### src/schema_event_mask_classifier_assert.svh
`ifndef SCHEMA_EVENT_MASK_CLASSIFIER_ASSERT_SVH
`define SCHEMA_EVENT_MASK_CLASSIFIER_ASSERT_SVH

// Same-cycle implication, sampled on clk, quiet while arst_n is low.
`define SEMC_ASSERT_NOW(lbl, ante, cons, msg) \
	lbl: assert property (@(posedge clk) disable iff (!arst_n) (ante) |-> (cons)) \
		else $error(msg);

// Next-cycle implication, sampled on clk, quiet while arst_n is low.
`define SEMC_ASSERT_NEXT(lbl, ante, cons, msg) \
	lbl: assert property (@(posedge clk) disable iff (!arst_n) (ante) |=> (cons)) \
		else $error(msg);

`endif

### src/semc_pkg.sv
package semc_pkg;

	localparam int SCHEMA_SLOTS     = 255;
	localparam int EXPRESSION_LIMIT = 31;

	localparam int KIND_W   = 2;
	localparam int REQ_W    = 5;
	localparam int REJ_W    = 8;
	localparam int SNUM_W   = 8;
	localparam int EXPR_W   = 5;
	localparam int STATUS_W = 3;
	localparam int FLAG_W   = 32;

	localparam int IDX_W = (SCHEMA_SLOTS > 1) ? $clog2(SCHEMA_SLOTS) : 1;
	localparam int CNT_W = $clog2(SCHEMA_SLOTS + 1);

	typedef logic [KIND_W-1:0]   kind_t;
	typedef logic [REQ_W-1:0]    req_t;
	typedef logic [REJ_W-1:0]    rej_t;
	typedef logic [SNUM_W-1:0]   snum_t;
	typedef logic [EXPR_W-1:0]   expr_t;
	typedef logic [STATUS_W-1:0] status_t;
	typedef logic [FLAG_W-1:0]   flag_t;
	typedef logic [IDX_W-1:0]    idx_t;
	typedef logic [CNT_W-1:0]    cnt_t;

	localparam kind_t KIND_DEFINE = 2'd0;
	localparam kind_t KIND_BEGIN  = 2'd1;
	localparam kind_t KIND_EVENT  = 2'd2;
	localparam kind_t KIND_DECIDE = 2'd3;

	localparam status_t ST_DEFINED  = 3'd0;
	localparam status_t ST_FULL     = 3'd1;
	localparam status_t ST_TOO_MANY = 3'd2;
	localparam status_t ST_FOUND    = 3'd3;
	localparam status_t ST_NONE     = 3'd4;

	typedef enum logic [1:0] {
		ALU_PASS,
		ALU_ARM,
		ALU_SET_REJECT,
		ALU_CLEAR_BIT
	} alu_op_t;

	// Access to the schema store: one address per cycle for both tables.
	typedef struct packed {
		idx_t  addr;
		logic  req_we;
		req_t  req_wdata;
		logic  flag_we;
		flag_t flag_wdata;
	} store_req_t;

endpackage

### src/semc_flag_alu.sv
module semc_flag_alu import semc_pkg::*; (
	input  alu_op_t op,
	input  flag_t   word,
	input  req_t    count,
	input  expr_t   bit_sel,
	output flag_t   result,
	output logic    zero
);

	flag_t mask_w;

	// Pending mask for count select expressions, built in bits 0..count-1 and moved to bits 1..count on arm.
	assign mask_w = (flag_t'(1) << count) - flag_t'(1);
	assign zero   = (word == '0);

	always_comb begin
		unique case (op)
			ALU_ARM:        result = {mask_w[FLAG_W-2:0], 1'b0};
			ALU_SET_REJECT: result = word | flag_t'(1);
			ALU_CLEAR_BIT:  result = word & ~(flag_t'(1) << bit_sel);
			default:        result = word;
		endcase
	end

endmodule

### config.mk
export PLATFORM = sky130hd
export DESIGN_NAME = semc_flag_alu
export DESIGN_NICKNAME = d
export VERILOG_FILES = /design/src/schema_event_mask_classifier_assert.svh /design/src/semc_pkg.sv /design/src/semc_flag_alu.sv
export SDC_FILE = /design/constraint.sdc
export NUM_CORES = 1
export LEC_CHECK = 0
export ABC_AREA = 1
export CAP_MARGIN = 20
export CORE_ASPECT_RATIO = 1.2
export CORE_UTILIZATION = 40
export DETAILED_ROUTE_END_ITERATION = 10
export DONT_BUFFER_PORTS = 1
export GPL_ROUTABILITY_DRIVEN = 0
export SETUP_SLACK_MARGIN = 0.05
export SLEW_MARGIN = 20
export SYNTH_ARGS = -nofsm -noshare
export SYNTH_HDL_FRONTEND = slang
export SYNTH_SLANG_ARGS = --single-unit
### constraint.sdc
create_clock -name vclk -period 3
set_input_delay 0.6 -clock vclk [all_inputs]
set_output_delay 0.6 -clock vclk [all_outputs]
set_load 0.05 [all_outputs]
# --- Word level (Yosys, flattened, before mapping) ---
# Index checks and enable logic that the tools add are counted.
word_totals:
  wordCells: 10
  n_memories: 0
  mem_bits_rw: 0
  romBits: 0
  register_bits: 0
  latchBits: 0
  inputBits: 44
op_classes:
  n_lt_le_gt_ge: 0
  mux: 1
  shift: 2
  n_eq_ne: 3
  n_mul: 0
  bitwise: 2
  n_div: 0
  reduce_logical: 1
  n_addsub: 1
ops:
  columns: ["operator", "n"]
  rows:
  - ["$pmux W32 S3", 1]
  - ["$and A32 B32 Y32", 1]
  - ["$logic_not A32 Y1", 1]
  - ["$not A32 Y32", 1]
  - ["$shl A1 B5 Y32 const A", 1]
  - ["$shl A1 B5 Y31 const A", 1]
  - ["$sub A31 B1 Y31 const B", 1]
  - ["$eq A2 B2 Y1 const B", 2]
  - ["$eq A2 B1 Y1 const B", 1]

# --- Depth between registers and ports, before layout ---
logic_depth:
  ltp_word: 4
  ltp_mapped: 15

# --- Worst setup path after synthesis ---
# OpenSTA, ideal clock, no wires.
synth_path:
  path_kind: "input to output"
  startpoint: "input port count[4]"
  endpoint: "output port result[20]"
  arrival_ps: 3059
  path_slack_ps: -659
  stages: 9
  required_time_ps: 2400
  cell_sequence: "buf_6 -> inv_2 -> nand2_1 -> nor2_1 -> inv_1 -> nand2_1 -> nor2_1 -> nand2_1 -> o311ai_0"
synth_between:
  elab_chain_cells: 3
synth_rtl:
  columns: ["element", "line_no", "rtl"]
  rows:
  - ["start, declared", "semc_flag_alu.sv:4", "input req_t count,"]
  - ["$shl A1 B5 Y31", "semc_flag_alu.sv:13", "assign mask_w = (flag_t'(1) << count) - flag_t'(1);"]
  - ["$sub A31 B1 Y31", "semc_flag_alu.sv:13", null]
  - ["$pmux W32 S3", "semc_flag_alu.sv:17", "unique case (op)"]
  - ["end, declared", "semc_flag_alu.sv:6", "output flag_t result,"]
# Every way passes these cells.

# --- Worst setup path after layout ---
layout_path:
  startpoint: "input port count[2]"
  endpoint: "output port result[31]"
# Same word-level chain as after synthesis.

==> impl_metrics.env <==
export IMPL_worstMarginPinSlew_ns=0.552
export IMPL_drive_gt1_frac=0.175
export IMPL_crit_type="input pin to primary output"
export IMPL_fmax_mhz=366
export IMPL_antenna_found_initial=0
export IMPL_final_cell_mix="87 x nand2_1, 55 x nand3_1, 42 x nor2_1"
export IMPL_ys_seq_area_frac=0
export IMPL_ir_worst_vdd_mv=0.147
export IMPL_synthesis_instances=344
export IMPL_p_per_area_nw_per_um2=217
export IMPL_groute_usage_overall=0.324
export IMPL_wl_per_cell_um=16.9
export IMPL_num_rows=25
export IMPL_fin_tns_setup_ns=0
export IMPL_synth_distinct_cells=31
export IMPL_crit_chain="inv_2 -> nand2_1 -> nor2_1 -> inv_1 -> ha_1 -> nand2_2 -> nor2_4 -> nand2_4 -> nor2_4 -> nand2_1 -> nand2_1 -> nand3_1 -> nand3_1 -> buf_4"
export IMPL_initial_core_util=0.428
export IMPL_timing_final_hold_violations=0
export IMPL_wl_mm=7.01
export IMPL_fin_crit_sh=0.912
export IMPL_drcViolationCount=0
export IMPL_yosysTopAreaCell="nand2_1"
export IMPL_viasPerCell=6.12
export IMPL_grt_pass1_wl_mm=11.3
export IMPL_p_leak_nw=0.889
export IMPL_finalSetupViolations=0
export IMPL_core_um2=4040
export IMPL_relSlewSlack=0.631
export IMPL_cp_endpoint="result[31]"
export IMPL_grt_overflow=0
export IMPL_min_delay_path_class="input pin to primary output"
export IMPL_synth_area_top_cells="nand2_1 19%, nand3_1 16%, nor2_1 9.3%, o211ai_1 8.7%, inv_1 5.7%"
export IMPL_ys_warn_count=0
export IMPL_die_h_um=74.0
export IMPL_cp_slowest_cell="buf_4"
export IMPL_post_cts_resized=0
export IMPL_layout_commonest_cell="nand2_1"
export IMPL_seq_cells=0
export IMPL_ant_nets=0
export IMPL_min_period_ns=2.73
export IMPL_fillers=450
export IMPL_grt_pass1_vias=2542
export IMPL_path_max_fanout=19
export IMPL_hold_buffers=0
export IMPL_max_cap_violations=0
export IMPL_worstPathRequired_ns=2.40
export IMPL_diodes=0
export IMPL_crit_path_start="count[2]"
export IMPL_synth_fp_nets=389
export IMPL_grt_max_degree=28
export IMPL_drt_pass1_iter_count=5
export IMPL_layout_nets=407
export IMPL_io_buffer_count=0
export IMPL_nClkBuffers=0
export IMPL_synth_area_per_cell_um2=5.02
export IMPL_seq_area_um2=0
export IMPL_postCtsSetupBuffers=0
export IMPL_vias=2535
export IMPL_netlist_area_leader_share=0.189
export IMPL_crit_path_frequent_cell="nand2_1"
export IMPL_cp_data_arrival_time_ns=2.13
export IMPL_slew_viol_final=0
export IMPL_crit_path_end_kind="primary output"
export IMPL_dr_first_iter_drc_count=143
export IMPL_hpwl_mm=5.79
export IMPL_die_area_um2=4580
export IMPL_post_route_util=0.489
export IMPL_num_io_pins=77
export IMPL_rsz0062_at_grt="no"
export IMPL_syn_to_final_growth_pct=14.2
export IMPL_critPathMaxStageDelay_ns=0.19
export IMPL_critical_path_startpoint_type="input pin"
export IMPL_fp_dieW_um=62.0
export IMPL_syn_area_um2=1730
export IMPL_outcome="complete, no violations"
-- cells by family (layout without fill, tap and decap cells) --
logic type      after synthesis  in the layout  synth area share
simple gates                231            231             0.633
compound gates               60             60             0.220
xor+xnor                      2              2            0.0101
fa+ha+maj                     1              1           0.00725
buf+inv                      50             66             0.130
-- cell usage after synthesis, types with 2 or more instances --
cell type and n:
o2111ai_1 2, buf_6 2, a31oi_1 2, nor3_1 6, nor2_2 4, o21ai_0 18
o21ai_1 2, nand2_1 87, inv_2 6, nand4_1 12, nor4_1 9, clkbuf_1 6
inv_1 26, nand2_2 4, buf_4 4, o311ai_0 3, buf_2 5, o211ai_1 20
nor2_1 43, nand3_1 55, nor2_4 6, nand3_2 4, a21oi_1 10
-- worst min path at each step --
stage	from	endpoint	slack (ns)	depth (start not counted)
after global placement	op[0]	result[0]	1.42	2
final	op[0]	result[0]	1.42	2
after CTS	op[0]	result[0]	1.42	2
after detailed placement	op[0]	result[0]	1.42	2
after floorplan	word[6]	zero	1.46	3
after global routing	op[0]	result[0]	1.45	2
-- where the power goes --
| group | leakage (nW) | internal [mW] | switching [mW] |
|---|---|---|---|
| logic | 0.889 | 0.120 | 0.308 |
| clock network | 0 | 0 | 0 |
| registers | 0 | 0 | 0 |
| total | 0.889 | 0.120 | 0.308 |
-- area by class of cell --
type	count	area (µm²)	area share
inverters	33	124	0.0628
multi-input cells	294	1520	0.771
well taps	54	67.6	0.0343
repair buffers	33	260	0.132
-- worst max-delay path, delay by kind of cell --
kind	cells	cell delay, ns
adders and majority gates	1	0.18
buffers and inverters	3	0.33
and+or+nand+nor	10	1.02
-- per-layer routing --
metal / vias up / GRT usage / routed length (µm)
met4: 0 / 0.210 / 428
met1: 1104 / 0.368 / 2550
met5: - / 0 / 0
met2: 169 / 0.531 / 3370
li1: 1226 / - / -
met3: 36 / 0.0748 / 663
-- through the flow --
stage | cell area, µm² | setup WS [ns] | power, mW | hold slack, ns | instances
2_1_floorplan | 1730 | -0.0641 | 0.335 | 1.46 | 344
3_3_place_gp | 1970 | 0.297 | 0.422 | 1.42 | 414
3_5_place_dp | 1970 | 0.257 | 0.423 | 1.42 | 414
4_1_cts | 1970 | 0.259 | 0.424 | 1.42 | 414
5_1_grt | 1970 | 0.0725 | 0.457 | 1.45 | 414
6_report | 1970 | 0.265 | 0.428 | 1.42 | 414
Note: power is estimated with default switching activity, not from simulation.
